`config.mk`:
```
export PLATFORM = sky130hd
export DESIGN_NAME = autoregressive_process_generator_top_flat
export DESIGN_NICKNAME = d
export VERILOG_FILES = /design/src/rtl/arpg_pkg.sv /design/src/rtl/arpg_if.sv /design/src/rtl/arpg_regs.sv /design/src/rtl/arpg_mac.sv /design/src/rtl/arpg_div25.sv /design/src/rtl/autoregressive_process_generator_top.sv /design/src/flat_wrapper.sv
export VERILOG_INCLUDE_DIRS = /design/src /design/src/rtl
export SDC_FILE = /design/constraint.sdc
export NUM_CORES = 2
export LEC_CHECK = 0
export BUFFER_PORTS_ARGS = -buffer_cell sky130_fd_sc_hd__buf_2
export CORE_MARGIN = 2
export CORE_UTILIZATION = 35
export DETAILED_ROUTE_END_ITERATION = 10
export PLACE_DENSITY = 0.52
export SLEW_MARGIN = 20
export SYNTH_ARGS = -nofsm -noshare
export SYNTH_HDL_FRONTEND = slang
export SYNTH_HIERARCHICAL = 1
export SYNTH_SLANG_ARGS = --single-unit
```
`constraint.sdc`:
```
create_clock -name clk -period 9.8 [get_ports clk]
set_clock_uncertainty 0.2 [all_clocks]
set_input_delay 0.49 -clock clk [delete_from_list [all_inputs] [get_ports clk]]
set_output_delay 0.49 -clock clk [all_outputs]
set_load 0.03 [all_outputs]
```
`src/rtl/assert_macros.svh`:
```
// Assertion macros used by the generator top level.
// Each macro is clocked on the given clock and held off while reset is low.
`ifndef ASSERT_MACROS_SVH
`define ASSERT_MACROS_SVH

// Property must hold at every clock edge out of reset
`define ASSERT_ALWAYS(lbl, clk, rst_n, prop, msg) \
    lbl: assert property (@(posedge clk) disable iff (!rst_n) (prop)) else $error(msg);

// Consequent must hold in the same cycle as the antecedent
`define ASSERT_IMPLY(lbl, clk, rst_n, ante, cons, msg) \
    lbl: assert property (@(posedge clk) disable iff (!rst_n) (ante) |-> (cons)) else $error(msg);

// Consequent must hold in the cycle after the antecedent
`define ASSERT_NEXT(lbl, clk, rst_n, ante, cons, msg) \
    lbl: assert property (@(posedge clk) disable iff (!rst_n) (ante) |=> (cons)) else $error(msg);

`endif

```
`src/rtl/arpg_pkg.sv`:
```
// Types and constants for the autoregressive process generator.
// Used by the channel interfaces, the register block, the MAC, divider and top level.
package arpg_pkg;

    // Field widths
    localparam int ORDER_W  = 3;
    localparam int SAMPLE_W = 32;
    localparam int COEF_W   = 16;
    localparam int GAIN_W   = 16;
    localparam int DRAW_W   = 7;
    localparam int NUM_COEF = 4;

    // APB port
    localparam int ADDR_W = 5;
    localparam int DATA_W = 32;

    // Datapath widths
    localparam int NOISE_W  = DRAW_W + 1 + GAIN_W + 1;   // (draw - 50) * gain
    localparam int MUL_W    = COEF_W + SAMPLE_W;         // one tap product
    localparam int ACC_W    = MUL_W + 2;                 // sum of up to four taps
    localparam int X_W      = ACC_W + 8;                 // taps * 100 + noise << 20
    localparam int ROUND_SHIFT = 14;                     // 409600 = 25 << 14
    localparam int DVD_FULL_W  = X_W - ROUND_SHIFT;
    localparam int DVD_W       = 36;                     // dividend below saturation

    // Scaling constants
    localparam int DRAW_BIAS   = 50;
    localparam int SCALE       = 100;
    localparam int NOISE_SHIFT = 20;
    localparam int ROUND_HALF  = 204800;
    localparam logic [DVD_FULL_W-1:0] SAT_LIMIT = DVD_FULL_W'(64'd53687091200); // 25 << 31
    localparam logic [SAMPLE_W-1:0] SAMPLE_MAX = 32'h7FFF_FFFF;
    localparam logic [SAMPLE_W-1:0] SAMPLE_MIN = 32'h8000_0000;

    // Radix-16 divide by 25
    localparam int DIV_K       = 25;
    localparam int DIV_RECIP   = 41;                     // 41 / 1024 ~ 1 / 25
    localparam int RECIP_SHIFT = 10;
    localparam int DIGIT_W     = 4;
    localparam int REM_W       = 5;
    localparam int STEP_W      = REM_W + DIGIT_W;
    localparam int RPROD_W     = STEP_W + 6;
    localparam int DIV_STEPS   = DVD_W / DIGIT_W;

    // Register map index
    typedef enum logic [2:0] {
        REG_ORDER = 3'd0,
        REG_SEED  = 3'd1,
        REG_GAIN  = 3'd2,
        REG_COEF0 = 3'd3,
        REG_COEF1 = 3'd4,
        REG_COEF2 = 3'd5,
        REG_COEF3 = 3'd6
    } arpg_reg_t;

    // Configuration seen by the datapath
    typedef struct packed {
        logic [ORDER_W-1:0]                  order;
        logic [SAMPLE_W-1:0]                 seed;
        logic [GAIN_W-1:0]                   gain;
        logic [NUM_COEF-1:0][COEF_W-1:0]     coef;
    } arpg_cfg_t;

endpackage

```
`src/rtl/arpg_if.sv`:
```
// Valid/ready channel interfaces for the generator: input items and result items.
// Depends on arpg_pkg for the field widths.
interface arpg_in_if;
    logic                        valid;
    logic                        ready;
    logic [arpg_pkg::DRAW_W-1:0] uniform_draw;
    logic                        restart;

    modport source (output valid, output uniform_draw, output restart, input ready);
    modport sink   (input valid, input uniform_draw, input restart, output ready);
endinterface

interface arpg_out_if;
    logic                                 valid;
    logic                                 ready;
    logic signed [arpg_pkg::SAMPLE_W-1:0] sample;
    logic                                 is_seed;

    modport source (output valid, output sample, output is_seed, input ready);
    modport sink   (input valid, input sample, input is_seed, output ready);
endinterface

```
`src/rtl/arpg_regs.sv`:
```
// APB register block for the generator: order, seed, noise gain and four coefficients.
// Depends on arpg_pkg for the register map and the configuration struct.
module arpg_regs (
    input  logic                          clk,
    input  logic                          rst_n,
    input  logic                          psel,
    input  logic                          penable,
    input  logic                          pwrite,
    input  logic [arpg_pkg::ADDR_W-1:0]   paddr,
    input  logic [arpg_pkg::DATA_W-1:0]   pwdata,
    output logic [arpg_pkg::DATA_W-1:0]   prdata,
    output logic                          pready,
    output arpg_pkg::arpg_cfg_t           cfg
);
    import arpg_pkg::*;

    // Order one tap, everything else zero
    localparam arpg_cfg_t CFG_RESET = '{order: ORDER_W'(1), seed: '0, gain: '0, coef: '0};

    arpg_cfg_t   cfg_reg;
    arpg_cfg_t   cfg_next;
    logic        wr_en;
    logic [2:0]  reg_idx;

    assign wr_en   = psel && penable && pwrite;
    assign reg_idx = paddr[ADDR_W-1:2];
    assign pready  = 1'b1;
    assign cfg     = cfg_reg;

    // Decode the write
    always_comb
    begin
        cfg_next = cfg_reg;
        if (wr_en)
        begin
            unique case (reg_idx)
                REG_ORDER: cfg_next.order   = pwdata[ORDER_W-1:0];
                REG_SEED:  cfg_next.seed    = pwdata[SAMPLE_W-1:0];
                REG_GAIN:  cfg_next.gain    = pwdata[GAIN_W-1:0];
                REG_COEF0: cfg_next.coef[0] = pwdata[COEF_W-1:0];
                REG_COEF1: cfg_next.coef[1] = pwdata[COEF_W-1:0];
                REG_COEF2: cfg_next.coef[2] = pwdata[COEF_W-1:0];
                REG_COEF3: cfg_next.coef[3] = pwdata[COEF_W-1:0];
                default:   cfg_next = cfg_reg;
            endcase
        end
    end

    // Read back
    always_comb
    begin
        unique case (reg_idx)
            REG_ORDER: prdata = DATA_W'(cfg_reg.order);
            REG_SEED:  prdata = DATA_W'(cfg_reg.seed);
            REG_GAIN:  prdata = DATA_W'(cfg_reg.gain);
            REG_COEF0: prdata = DATA_W'(cfg_reg.coef[0]);
            REG_COEF1: prdata = DATA_W'(cfg_reg.coef[1]);
            REG_COEF2: prdata = DATA_W'(cfg_reg.coef[2]);
            REG_COEF3: prdata = DATA_W'(cfg_reg.coef[3]);
            default:   prdata = '0;
        endcase
    end

    // Hold the registers; order resets to one tap
    always_ff @(posedge clk or negedge rst_n)
    begin
        if (!rst_n)
        begin
            cfg_reg <= CFG_RESET;
        end
        else
        begin
            cfg_reg <= cfg_next;
        end
    end

endmodule

```
`src/rtl/arpg_mac.sv`:
```
// Shared multiply-accumulate unit: one coefficient times one past sample per cycle.
// Product is registered before the accumulate. Depends on arpg_pkg.
module arpg_mac (
    input  logic                                clk,
    input  logic                                rst_n,
    input  logic                                clr,
    input  logic                                en,
    input  logic signed [arpg_pkg::COEF_W-1:0]  coef,
    input  logic signed [arpg_pkg::SAMPLE_W-1:0] hist,
    output logic signed [arpg_pkg::ACC_W-1:0]   acc
);
    import arpg_pkg::*;

    logic signed [MUL_W-1:0] prod_reg;
    logic signed [MUL_W-1:0] prod_next;
    logic                    prod_vld_reg;
    logic                    prod_vld_next;
    logic signed [ACC_W-1:0] acc_reg;
    logic signed [ACC_W-1:0] acc_next;

    assign acc = acc_reg;

    // Multiply, then add the previous product
    always_comb
    begin
        prod_next     = MUL_W'(coef) * MUL_W'(hist);
        prod_vld_next = en && !clr;
        if (clr)
            acc_next = '0;
        else if (prod_vld_reg)
            acc_next = acc_reg + ACC_W'(prod_reg);
        else
            acc_next = acc_reg;
    end

    always_ff @(posedge clk or negedge rst_n)
    begin
        if (!rst_n)
        begin
            prod_reg     <= '0;
            prod_vld_reg <= 1'b0;
            acc_reg      <= '0;
        end
        else
        begin
            prod_reg     <= prod_next;
            prod_vld_reg <= prod_vld_next;
            acc_reg      <= acc_next;
        end
    end

endmodule

```
`src/rtl/arpg_div25.sv`:
```
// Digit-serial divider by 25: one radix-16 quotient digit per cycle.
// Digit comes from a reciprocal multiply; depends on arpg_pkg.
module arpg_div25 (
    input  logic                             clk,
    input  logic                             rst_n,
    input  logic                             start,
    input  logic [arpg_pkg::DVD_W-1:0]       dividend,
    output logic                             done,
    output logic [arpg_pkg::SAMPLE_W-1:0]    quotient
);
    import arpg_pkg::*;

    localparam int CNT_W = $clog2(DIV_STEPS);
    localparam logic [CNT_W-1:0] LAST_STEP = CNT_W'(DIV_STEPS - 1);

    logic                busy_reg,  busy_next;
    logic                done_reg,  done_next;
    logic [CNT_W-1:0]    cnt_reg,   cnt_next;
    logic [REM_W-1:0]    rem_reg,   rem_next;
    logic [DVD_W-1:0]    dvd_reg,   dvd_next;
    logic [DVD_W-1:0]    quo_reg,   quo_next;
    logic [STEP_W-1:0]   step_v;
    logic [RPROD_W-1:0]  recip_prod;
    logic [DIGIT_W-1:0]  digit;
    logic [STEP_W-1:0]   step_rem;

    assign done     = done_reg;
    assign quotient = quo_reg[SAMPLE_W-1:0];

    // One digit: bring in a nibble, estimate by 41/1024, take the remainder
    always_comb
    begin
        step_v     = {rem_reg, dvd_reg[DVD_W-1 -: DIGIT_W]};
        recip_prod = RPROD_W'(step_v) * RPROD_W'(DIV_RECIP);
        digit      = recip_prod[RECIP_SHIFT +: DIGIT_W];
        step_rem   = step_v - STEP_W'(digit) * STEP_W'(DIV_K);
    end

    // Sequence the steps
    always_comb
    begin
        busy_next = busy_reg;
        done_next = 1'b0;
        cnt_next  = cnt_reg;
        rem_next  = rem_reg;
        dvd_next  = dvd_reg;
        quo_next  = quo_reg;
        if (start)
        begin
            busy_next = 1'b1;
            cnt_next  = '0;
            rem_next  = '0;
            dvd_next  = dividend;
            quo_next  = '0;
        end
        else if (busy_reg)
        begin
            rem_next = step_rem[REM_W-1:0];
            dvd_next = {dvd_reg[DVD_W-DIGIT_W-1:0], {DIGIT_W{1'b0}}};
            quo_next = {quo_reg[DVD_W-DIGIT_W-1:0], digit};
            cnt_next = cnt_reg + CNT_W'(1);
            if (cnt_reg == LAST_STEP)
            begin
                busy_next = 1'b0;
                done_next = 1'b1;
            end
        end
    end

    always_ff @(posedge clk or negedge rst_n)
    begin
        if (!rst_n)
        begin
            busy_reg <= 1'b0;
            done_reg <= 1'b0;
            cnt_reg  <= '0;
            rem_reg  <= '0;
            dvd_reg  <= '0;
            quo_reg  <= '0;
        end
        else
        begin
            busy_reg <= busy_next;
            done_reg <= done_next;
            cnt_reg  <= cnt_next;
            rem_reg  <= rem_next;
            dvd_reg  <= dvd_next;
            quo_reg  <= quo_next;
        end
    end

endmodule

```
`src/rtl/autoregressive_process_generator_top.sv`:
```
// Autoregressive process generator, order up to MAX_ORDER, one sample per input beat.
// Depends on arpg_pkg, arpg_if, arpg_regs, arpg_mac, arpg_div25 and assert_macros.svh.
//
// Usage:
//   in_ch  : sink of input beats (uniform_draw, restart). ready is high only while idle.
//   out_ch : source of result beats (sample, is_seed), held in an output register.
//   APB    : registers at 4*i: order, seed, noise gain, coefficients zero to three.
//            Write only while no beat is in flight.
// Sequence:
//   Seed sample: S_OUT registers the seed once the output register is free.
//   Computed sample: the taps in turn through the shared multiply-accumulate unit,
//   a drain step, then scale, round and range check, then the radix-16 divide by
//   25 that removes the fixed-point scale, and S_OUT registers the result. With no
//   taps the multiply-accumulate and drain steps are skipped. A saturated result
//   skips the divide and goes from the range check straight to S_OUT.
//   A new input beat can be taken in the cycle after the result is registered.
// Reset clears the history to zero, the seed count, and the output valid; the
// registers return to order one with all other values zero.
// A stalled receiver holds the result in the output register; the next item may be
// taken and computed, but it waits to be registered until the earlier beat leaves.
module autoregressive_process_generator_top #(
    parameter int MAX_ORDER = 4
) (
    input  logic                          clk,
    input  logic                          rst_n,
    input  logic                          psel,
    input  logic                          penable,
    input  logic                          pwrite,
    input  logic [arpg_pkg::ADDR_W-1:0]   paddr,
    input  logic [arpg_pkg::DATA_W-1:0]   pwdata,
    output logic [arpg_pkg::DATA_W-1:0]   prdata,
    output logic                          pready,
    arpg_in_if.sink                       in_ch,
    arpg_out_if.source                    out_ch
);
    import arpg_pkg::*;
    `include "assert_macros.svh"

    localparam logic [ORDER_W-1:0] MAX_ORD = ORDER_W'(MAX_ORDER);

    typedef enum logic [2:0] {
        S_IDLE,
        S_MAC,
        S_DRAIN,
        S_SCALE,
        S_ROUND,
        S_CHECK,
        S_DIV,
        S_OUT
    } state_t;

    arpg_cfg_t cfg;

    state_t                  state_reg,      state_next;
    logic [SAMPLE_W-1:0]     hist_reg  [MAX_ORDER];
    logic [SAMPLE_W-1:0]     hist_next [MAX_ORDER];
    logic [ORDER_W-1:0]      seed_cnt_reg,   seed_cnt_next;
    logic [ORDER_W-1:0]      ord_reg,        ord_next;
    logic [ORDER_W-1:0]      tap_reg,        tap_next;
    logic signed [NOISE_W-1:0] noise_reg,    noise_next;
    logic signed [X_W-1:0]   x_reg,          x_next;
    logic [X_W-1:0]          mag_reg,        mag_next;
    logic                    neg_reg,        neg_next;
    logic [SAMPLE_W-1:0]     res_reg,        res_next;
    logic                    flag_reg,       flag_next;
    logic                    out_valid_reg,  out_valid_next;
    logic [SAMPLE_W-1:0]     out_sample_reg, out_sample_next;
    logic                    out_seed_reg,   out_seed_next;

    logic                    accept;
    logic [ORDER_W-1:0]      ord_clamp;
    logic [ORDER_W-1:0]      cnt_start;
    logic signed [DRAW_W:0]  draw_c;
    logic [SAMPLE_W-1:0]     hist_sel;
    logic [COEF_W-1:0]       coef_sel;
    logic                    mac_en;
    logic signed [ACC_W-1:0] mac_acc;
    logic [X_W-1:0]          x_abs;
    logic [DVD_FULL_W-1:0]   dvd_full;
    logic                    div_start;
    logic                    div_done;
    logic [SAMPLE_W-1:0]     div_q;

    arpg_regs u_regs (
        .clk     (clk),
        .rst_n   (rst_n),
        .psel    (psel),
        .penable (penable),
        .pwrite  (pwrite),
        .paddr   (paddr),
        .pwdata  (pwdata),
        .prdata  (prdata),
        .pready  (pready),
        .cfg     (cfg)
    );

    arpg_mac u_mac (
        .clk   (clk),
        .rst_n (rst_n),
        .clr   (accept),
        .en    (mac_en),
        .coef  ($signed(coef_sel)),
        .hist  ($signed(hist_sel)),
        .acc   (mac_acc)
    );

    arpg_div25 u_div (
        .clk      (clk),
        .rst_n    (rst_n),
        .start    (div_start),
        .dividend (dvd_full[DVD_W-1:0]),
        .done     (div_done),
        .quotient (div_q)
    );

    // Channel outputs
    assign in_ch.ready    = (state_reg == S_IDLE);
    assign accept         = in_ch.valid && (state_reg == S_IDLE);
    assign out_ch.valid   = out_valid_reg;
    assign out_ch.sample  = $signed(out_sample_reg);
    assign out_ch.is_seed = out_seed_reg;

    // Front-end decode of the beat
    assign ord_clamp = (cfg.order > MAX_ORD) ? MAX_ORD : cfg.order;
    assign cnt_start = in_ch.restart ? '0 : seed_cnt_reg;
    assign draw_c    = $signed({1'b0, in_ch.uniform_draw}) - (DRAW_W + 1)'(DRAW_BIAS);
    assign mac_en    = (state_reg == S_MAC);
    assign x_abs     = x_reg[X_W-1] ? X_W'(-x_reg) : X_W'(x_reg);
    assign dvd_full  = mag_reg[X_W-1:ROUND_SHIFT];
    assign div_start = (state_reg == S_CHECK) && (dvd_full < SAT_LIMIT);

    // Select the tap operands
    always_comb
    begin
        hist_sel = '0;
        coef_sel = '0;
        for (int k = 0; k < MAX_ORDER; k++)
        begin
            if (tap_reg == ORDER_W'(k))
            begin
                hist_sel = hist_reg[k];
                coef_sel = cfg.coef[k];
            end
        end
    end

    // Sequencer
    always_comb
    begin
        state_next      = state_reg;
        hist_next       = hist_reg;
        seed_cnt_next   = seed_cnt_reg;
        ord_next        = ord_reg;
        tap_next        = tap_reg;
        noise_next      = noise_reg;
        x_next          = x_reg;
        mag_next        = mag_reg;
        neg_next        = neg_reg;
        res_next        = res_reg;
        flag_next       = flag_reg;
        out_valid_next  = out_valid_reg;
        out_sample_next = out_sample_reg;
        out_seed_next   = out_seed_reg;

        // Drop the result once taken
        if (out_valid_reg && out_ch.ready)
            out_valid_next = 1'b0;

        unique case (state_reg)
            S_IDLE:
            begin
                if (accept)
                begin
                    if (cnt_start < ord_clamp)
                    begin
                        res_next      = cfg.seed;
                        flag_next     = 1'b1;
                        seed_cnt_next = cnt_start + ORDER_W'(1);
                        state_next    = S_OUT;
                    end
                    else
                    begin
                        flag_next     = 1'b0;
                        seed_cnt_next = cnt_start;
                        ord_next      = ord_clamp;
                        tap_next      = '0;
                        noise_next    = NOISE_W'(draw_c) * NOISE_W'($signed({1'b0, cfg.gain}));
                        state_next    = (ord_clamp == '0) ? S_SCALE : S_MAC;
                    end
                end
            end
            S_MAC:
            begin
                tap_next = tap_reg + ORDER_W'(1);
                if (tap_reg == ord_reg - ORDER_W'(1))
                    state_next = S_DRAIN;
            end
            S_DRAIN:
            begin
                state_next = S_SCALE;
            end
            S_SCALE:
            begin
                x_next     = X_W'(mac_acc) * X_W'(SCALE) + (X_W'(noise_reg) <<< NOISE_SHIFT);
                state_next = S_ROUND;
            end
            S_ROUND:
            begin
                mag_next   = x_abs + X_W'(ROUND_HALF);
                neg_next   = x_reg[X_W-1];
                state_next = S_CHECK;
            end
            S_CHECK:
            begin
                if (dvd_full < SAT_LIMIT)
                begin
                    state_next = S_DIV;
                end
                else
                begin
                    res_next   = neg_reg ? SAMPLE_MIN : SAMPLE_MAX;
                    state_next = S_OUT;
                end
            end
            S_DIV:
            begin
                if (div_done)
                begin
                    res_next   = neg_reg ? -div_q : div_q;
                    state_next = S_OUT;
                end
            end
            S_OUT:
            begin
                // Register the result once the slot is free, and advance the history
                if (!out_valid_reg || out_ch.ready)
                begin
                    out_valid_next  = 1'b1;
                    out_sample_next = res_reg;
                    out_seed_next   = flag_reg;
                    hist_next[0]    = res_reg;
                    for (int k = 1; k < MAX_ORDER; k++)
                        hist_next[k] = hist_reg[k-1];
                    state_next      = S_IDLE;
                end
            end
            default:
            begin
                state_next = S_IDLE;
            end
        endcase
    end

    // State and registered outputs
    always_ff @(posedge clk or negedge rst_n)
    begin
        if (!rst_n)
        begin
            state_reg      <= S_IDLE;
            for (int k = 0; k < MAX_ORDER; k++)
                hist_reg[k] <= '0;
            seed_cnt_reg   <= '0;
            ord_reg        <= '0;
            tap_reg        <= '0;
            noise_reg      <= '0;
            x_reg          <= '0;
            mag_reg        <= '0;
            neg_reg        <= 1'b0;
            res_reg        <= '0;
            flag_reg       <= 1'b0;
            out_valid_reg  <= 1'b0;
            out_sample_reg <= '0;
            out_seed_reg   <= 1'b0;
        end
        else
        begin
            state_reg      <= state_next;
            hist_reg       <= hist_next;
            seed_cnt_reg   <= seed_cnt_next;
            ord_reg        <= ord_next;
            tap_reg        <= tap_next;
            noise_reg      <= noise_next;
            x_reg          <= x_next;
            mag_reg        <= mag_next;
            neg_reg        <= neg_next;
            res_reg        <= res_next;
            flag_reg       <= flag_next;
            out_valid_reg  <= out_valid_next;
            out_sample_reg <= out_sample_next;
            out_seed_reg   <= out_seed_next;
        end
    end

    `ASSERT_NEXT(a_busy_after_beat, clk, rst_n, in_ch.valid && in_ch.ready, !in_ch.ready, "input taken while a beat is in flight")
    `ASSERT_IMPLY(a_div_done_in_div, clk, rst_n, div_done, state_reg == S_DIV, "divider finished outside the divide step")
    `ASSERT_ALWAYS(a_seed_cnt_range, clk, rst_n, seed_cnt_reg <= MAX_ORD, "seed count above the tap limit")

endmodule

```
`src/flat_wrapper.sv`:
```
// flat-port wrapper written by rule: the top's interface ports become plain ports
module autoregressive_process_generator_top_flat import arpg_pkg::*;
#(
    parameter int MAX_ORDER = 4
)
  (clk, rst_n, psel, penable, pwrite, paddr, pwdata, prdata, pready, in_ch_valid, in_ch_uniform_draw, in_ch_restart, in_ch_ready, out_ch_valid, out_ch_sample, out_ch_is_seed, out_ch_ready);
  arpg_in_if in_ch_i ();
  arpg_out_if out_ch_i ();
  input  logic clk;
  input  logic rst_n;
  input  logic psel;
  input  logic penable;
  input  logic pwrite;
  input  logic [arpg_pkg::ADDR_W-1:0] paddr;
  input  logic [arpg_pkg::DATA_W-1:0] pwdata;
  output logic [arpg_pkg::DATA_W-1:0] prdata;
  output logic pready;
  input wire logic [$bits(in_ch_i.valid)-1:0] in_ch_valid;
  input wire logic [$bits(in_ch_i.uniform_draw)-1:0] in_ch_uniform_draw;
  input wire logic [$bits(in_ch_i.restart)-1:0] in_ch_restart;
  output wire logic [$bits(in_ch_i.ready)-1:0] in_ch_ready;
  output wire logic [$bits(out_ch_i.valid)-1:0] out_ch_valid;
  output wire logic [$bits(out_ch_i.sample)-1:0] out_ch_sample;
  output wire logic [$bits(out_ch_i.is_seed)-1:0] out_ch_is_seed;
  input wire logic [$bits(out_ch_i.ready)-1:0] out_ch_ready;
  assign in_ch_i.valid = in_ch_valid;
  assign in_ch_i.uniform_draw = in_ch_uniform_draw;
  assign in_ch_i.restart = in_ch_restart;
  assign in_ch_ready = in_ch_i.ready;
  assign out_ch_valid = out_ch_i.valid;
  assign out_ch_sample = out_ch_i.sample;
  assign out_ch_is_seed = out_ch_i.is_seed;
  assign out_ch_i.ready = out_ch_ready;
  autoregressive_process_generator_top #(.MAX_ORDER(MAX_ORDER)) u_core (.clk(clk), .rst_n(rst_n), .psel(psel), .penable(penable), .pwrite(pwrite), .paddr(paddr), .pwdata(pwdata), .prdata(prdata), .pready(pready), .in_ch(in_ch_i), .out_ch(out_ch_i));
endmodule
```
Yosys cells after proc, flatten, opt, wreduce, memory -nomap -nowiden
Cells that the tools add are included.
- add/subtract/negate cells: 11
- multiply operators: 5
- magnitude comparators: 3
- equal/unequal tests: 25
- muxes and demuxes: 51
- bitwise logic cells: 1
- reductions and logical operators: 30
- operators by type and width (cell ; count):
    32-bit two-way mux ; 12
    32-bit case mux with 7 select lines ; 1
    50-bit two-way mux ; 2
    32-bit case mux with 3 select lines ; 1
    36-bit two-way mux ; 2
    16-bit two-way mux ; 4
    58-bit by 18-bit adder with 58-bit output (second input constant) ; 1
    58-bit by 45-bit adder with 58-bit output ; 1
    58-bit two-way mux ; 1
    58-bit negator ; 1
    50-bit by 6-bit multiplier with 56-bit output (second input constant) ; 1
    50-bit by 48-bit adder with 50-bit output ; 1
    16-bit by 32-bit multiplier with 48-bit output ; 1
    44-bit by 36-bit less-than comparator with 1-bit output (second input constant) ; 1
    32-bit negator ; 1
    3-bit two-way mux ; 10
    8-bit by 17-bit multiplier with 25-bit output ; 1
    3-bit case mux with 8 select lines ; 1
    3-bit == test (second input constant) ; 7
    3-bit by 2-bit == test with 1-bit output (second input constant) ; 6
    2-bit AND reduction ; 9
    9-bit by 6-bit multiplier with 14-bit output (second input constant) ; 1
    3-bit zero test ; 4
    1-bit two-way mux ; 11
    other kinds (26) ; 45
- bits in registers: 610
- input bits: 52
- output and inout bits: 68
- word-level logic and storage cells: 158

Depth between registers and ports, before layout
- depth in word-level cells: 7
- depth in mapped cells: 34
- gate-level depth less buffers: 31

Cells and area by module
The synthesis kept the hierarchy.
- by module, submodules not included (module ; times used ; cells each ; area an instance (um^2) ; sequential area each (um^2)):
    autoregressive_process_generator_top ; 1 ; 3106 ; 27951.8 ; 7532.2
    arpg_mac ; 1 ; 2714 ; 23968.0 ; 2477.4
    arpg_regs ; 1 ; 385 ; 5376.4 ; 2879.0
    arpg_div25 ; 1 ; 389 ; 4230.3 ; 1976.9

Worst setup path before layout
Ideal clock, no wire load.
- path type: register -> register
- from: reg u_core.tap_reg[1]
- to: reg u_core.u_mac.prod_reg[46]
- setup time: 0.123 ns
- arrival: 7.924 ns
- required time: 9.477 ns
- path slack: 1.553 ns
- stages on the path, launching flop included: 29
- path buffers: 2
- period minus slack after synthesis: 8.247 ns
- cells stage by stage: dfrtp_1 inv_1 ha_1 nor3b_1 clkbuf_1 a221o_1 o21ai_0 o21ai_0 inv_1 clkbuf_1 nor2_1 fa_1 fa_1 fa_1 fa_1 fa_1 inv_1 fa_1 inv_1 ha_1 nand4_1 or4_4 a21bo_1 o21ai_2 a31oi_1 a221o_1 o2111ai_1 nand2_1 xnor2_1
- cells in the longest elaborated chain, start to end: 6
- elaborated cells between the ends (all ways): 13
- classes of those cells: 1 x mul; 3 x eq/ne; 8 x mux; 1 x reduce/logical
- RTL lines (what ; line ; text):
    start: declaration ; autoregressive_process_generator_top.sv:59 ; logic [ORDER_W-1:0] tap_reg, tap_next;
    start signal: assignment ; autoregressive_process_generator_top.sv:281 ; tap_reg <= tap_next;
    3-bit zero test ; autoregressive_process_generator_top.sv:139 ; if (tap_reg == ORDER_W'(k))
    16-bit two-way mux (3 in a row) ; autoregressive_process_generator_top.sv:139 ;
    16-bit two-way mux (*) ; autoregressive_process_generator_top.sv:139 ;
    net u_core.coef_sel[15] ; autoregressive_process_generator_top.sv:75 ; logic [COEF_W-1:0] coef_sel;
    16-bit by 32-bit multiplier with 48-bit output (*) ; arpg_mac.sv:26 ; prod_next = MUL_W'(coef) * MUL_W'(hist);
    net u_core.u_mac.prod_next[46] ; arpg_mac.sv:15 ; logic signed [MUL_W-1:0] prod_next;
    end signal: assignment ; arpg_mac.sv:46 ; prod_reg <= prod_next;
    end: declaration ; arpg_mac.sv:14 ; logic signed [MUL_W-1:0] prod_reg;
Mark *: on every way through the listed nets, which the timed path passes. The rest lies on a longest branch.
A chain may end at the register's enable or synchronous reset.

Worst setup path in the final report
- from: reg u_core.tap_reg[1]
- to: reg u_core.u_mac.prod_reg[40]
Same word-level chain as after synthesis.

==> results.sh <==
export IMPL_setup_tns_ns=0
export IMPL_outcome="finished clean"
export IMPL_vias_per_cell=5.080
export IMPL_final_nets=7743
export IMPL_die_y_um=423.3
export IMPL_fin_cells=8980
export IMPL_cts_root_buffer="clkbuf_16"
export IMPL_fmax_mhz=111.6
export IMPL_drv_cap=0
export IMPL_syn_inst=6594
export IMPL_wire_per_inst_um=18.03
export IMPL_final_layout_size_suffix_gt1_share_pct=11.06
export IMPL_maxSlewHeadroom_pct=27.33
export IMPL_drc_errors=0
export IMPL_avgSynthCellArea_um2=9.331
export IMPL_hold_path_class="in -> reg"
export IMPL_ant_nets=0
export IMPL_synth_area_mm2=0.06153
export IMPL_grt_setup_unrepaired="no"
export IMPL_yosysWarnings=6
export IMPL_critPathMaxStageDelay_ns=0.57
export IMPL_ys_flop_type="dfrtp_1"
export IMPL_place_gp_congestion=0.8386
export IMPL_cp_slowest_cell="nor3b_2"
export IMPL_cp_max_fo=12
export IMPL_syn2layout_area_growth_pct=9.727
export IMPL_clkTransAtPathRegs_ns=0.06
export IMPL_antenna_found_initial=1
export IMPL_grt_max_degree=165
export IMPL_core_mm2=0.1742
export IMPL_cts_buffers=74
export IMPL_fp_row_count=153
export IMPL_worst_pin_slew_ns=1.090
export IMPL_fp_dieW_um=423.3
export IMPL_placedCellCount=8814
export IMPL_synth_async_reset_ratio_pct=100.0
export IMPL_synth_seq_area_share_pct=24.16
export IMPL_crit_required_ns=10.20
export IMPL_diodes=0
export IMPL_clockBufferDepth=3
export IMPL_track_usage_pct=18.08
export IMPL_critical_path_class="reg -> reg"
export IMPL_die_area_mm2=0.1792
export IMPL_finalCritPeriodShare_pct=91.45
export IMPL_num_fill_cells=17620
export IMPL_design_area_mm2=0.06751
export IMPL_fin_crit_ns=8.962
export IMPL_start_util_pct=35.32
export IMPL_hold_viol=0
export IMPL_synth_edf_count=0
export IMPL_drtIter0Drc=2617
export IMPL_synth_seq_cells=594
export IMPL_cp_data_arrival_time_ns=9.36
export IMPL_crit_path_end_kind="register"
export IMPL_cts_tree="done"
export IMPL_crit_path_start_kind="register"
export IMPL_slew_viol_final=0
export IMPL_grt_overflow_total=0
export IMPL_crit_path_frequent_cell="fa_1"
export IMPL_pin_count=120
export IMPL_finalSetupViolations=0
export IMPL_drt_pass1_iter_count=5
export IMPL_hpwl_um=125600
export IMPL_synth_cell_type_count=112
export IMPL_wl_um=161900
export IMPL_cts_resized_gates=0
export IMPL_clock_sinks=594
export IMPL_port_buffer_count=116
export IMPL_clk_latency_ns=0.68
export IMPL_largest_register_ffs=115
export IMPL_htreeDepth=3
export IMPL_rrSetupSlack_ns=0.84
export IMPL_syn_num_nets=7736
export IMPL_grt_pass1_wl_um=260100
export IMPL_place_area_mm2=0.06472
export IMPL_grt_pass1_vias=46040
export IMPL_via_count=45620
[Yosys cell counts (108+ instances only)]
cell | count | area (µm²)
dfrtp_1 | 593 | 14840
inv_1 | 884 | 3318
and2_1 | 304 | 1902
xnor2_1 | 191 | 1673
a21o_1 | 125 | 938.4
ha_1 | 464 | 5806
a21oi_1 | 240 | 1201
mux2_2 | 273 | 3074
clkbuf_1 | 257 | 964.7
nand2_1 | 709 | 2661
o21ai_0 | 369 | 1847
xor2_1 | 108 | 945.9
nor2_1 | 318 | 1194
fa_1 | 626 | 12530
[layout by cell type, fill, tap and decap left out, types with 191 or more instances in the layout]
| master | n |
|---|---|
| xnor2_1 | 191 |
| ha_1 | 463 |
| dfrtp_1 | 590 |
| a21oi_1 | 239 |
| fa_1 | 626 |
| mux2_2 | 273 |
| nor2_1 | 316 |
| nand2_1 | 708 |
| o21ai_0 | 322 |
| inv_1 | 883 |
| and2_1 | 304 |
[routing by layer]
layer | global-route usage (%) | share of wire, % | vias to the layer above
li1 | - | - | 21880
met2 | 29.75 | 47 | 782
met1 | 25.05 | 47 | 22790
met4 | 4.520 | 2.3 | 0
met3 | 2.389 | 3.8 | 170
met5 | 0 | 0 | -
[worst paths after layout]
check	cells after the start	to	start
setup / recovery	29	u_core/u_mac/prod_reg[40]	u_core/tap_reg[1]
hold / removal	3	u_core/noise_reg[0]	in_ch_uniform_draw[0]
setup reg to reg	29	u_core/u_mac/prod_reg[40]	u_core/tap_reg[1]
hold reg to reg	2	u_core/mag_reg[22]	u_core/mag_reg[22]
max in group asynchronous	4	u_core/hist_reg[10]	rst_n
min in group asynchronous	2	u_core/u_div/quo_reg[3]	rst_n
[layout make-up]
cell class	instances	area, µm²	area share [%]
Clock inverter	26	372.9	0.5523
Sequential cell	594	14870	22.03
Inverter	886	3326	4.926
Clock buffer	104	2056	3.045
Multi-Input combinational cell	4776	42010	62.23
Tap cell	2325	2909	4.309
Timing Repair Buffer	269	1967	2.913
[metrics by stage]
step | hold WS [ns] | utilization, % | worst slack (ns)
after floorplan | -0.005591 | - | 1.553
after global placement | 0.2498 | 37.15 | 0.8405
after detailed placement | 0.2556 | 37.15 | 0.8052
after CTS | 0.009116 | 38.75 | 0.7722
after global routing | 0.05289 | 38.75 | 0.2563
final | 0.06610 | 38.75 | 0.8379
[cell families (layout without fill, tap and decap cells)]
kind of cell    after synthesis  after routing  synth area share (%)
fa+ha+maj                  1090           1090                 29.80
other cells                   1              1              0.006095
simple gates               1807           1807                 14.40
buf+inv                    1224           1285                 7.781
flops                       594            594                 24.16
mux                         382            382                 6.821
xor+xnor                    300            300                 4.293
compound gates             1196           1196                 12.74
[timing repair]
action / in CTS / in global routing
buffers inserted: 0 / 0
hold buffers: 36 / 0
endpoints found under the hold margin: 189 / 0
[worst max-delay path: cells and delay by family (launching register included)]
family	cells	cell delay (ns)
and+or+nand+nor	2	0.83
buffers and inverters	6	0.89
adders and majority gates	8	3.71
xor gates and xnor gates	1	0.13
DFF	1	0.44
AOI/OAI and AO/OA	12	2.67
Power is left out: the tool's default activity adds up to more than one toggle a clock period on the data nets, which glitch-free logic cannot reach.
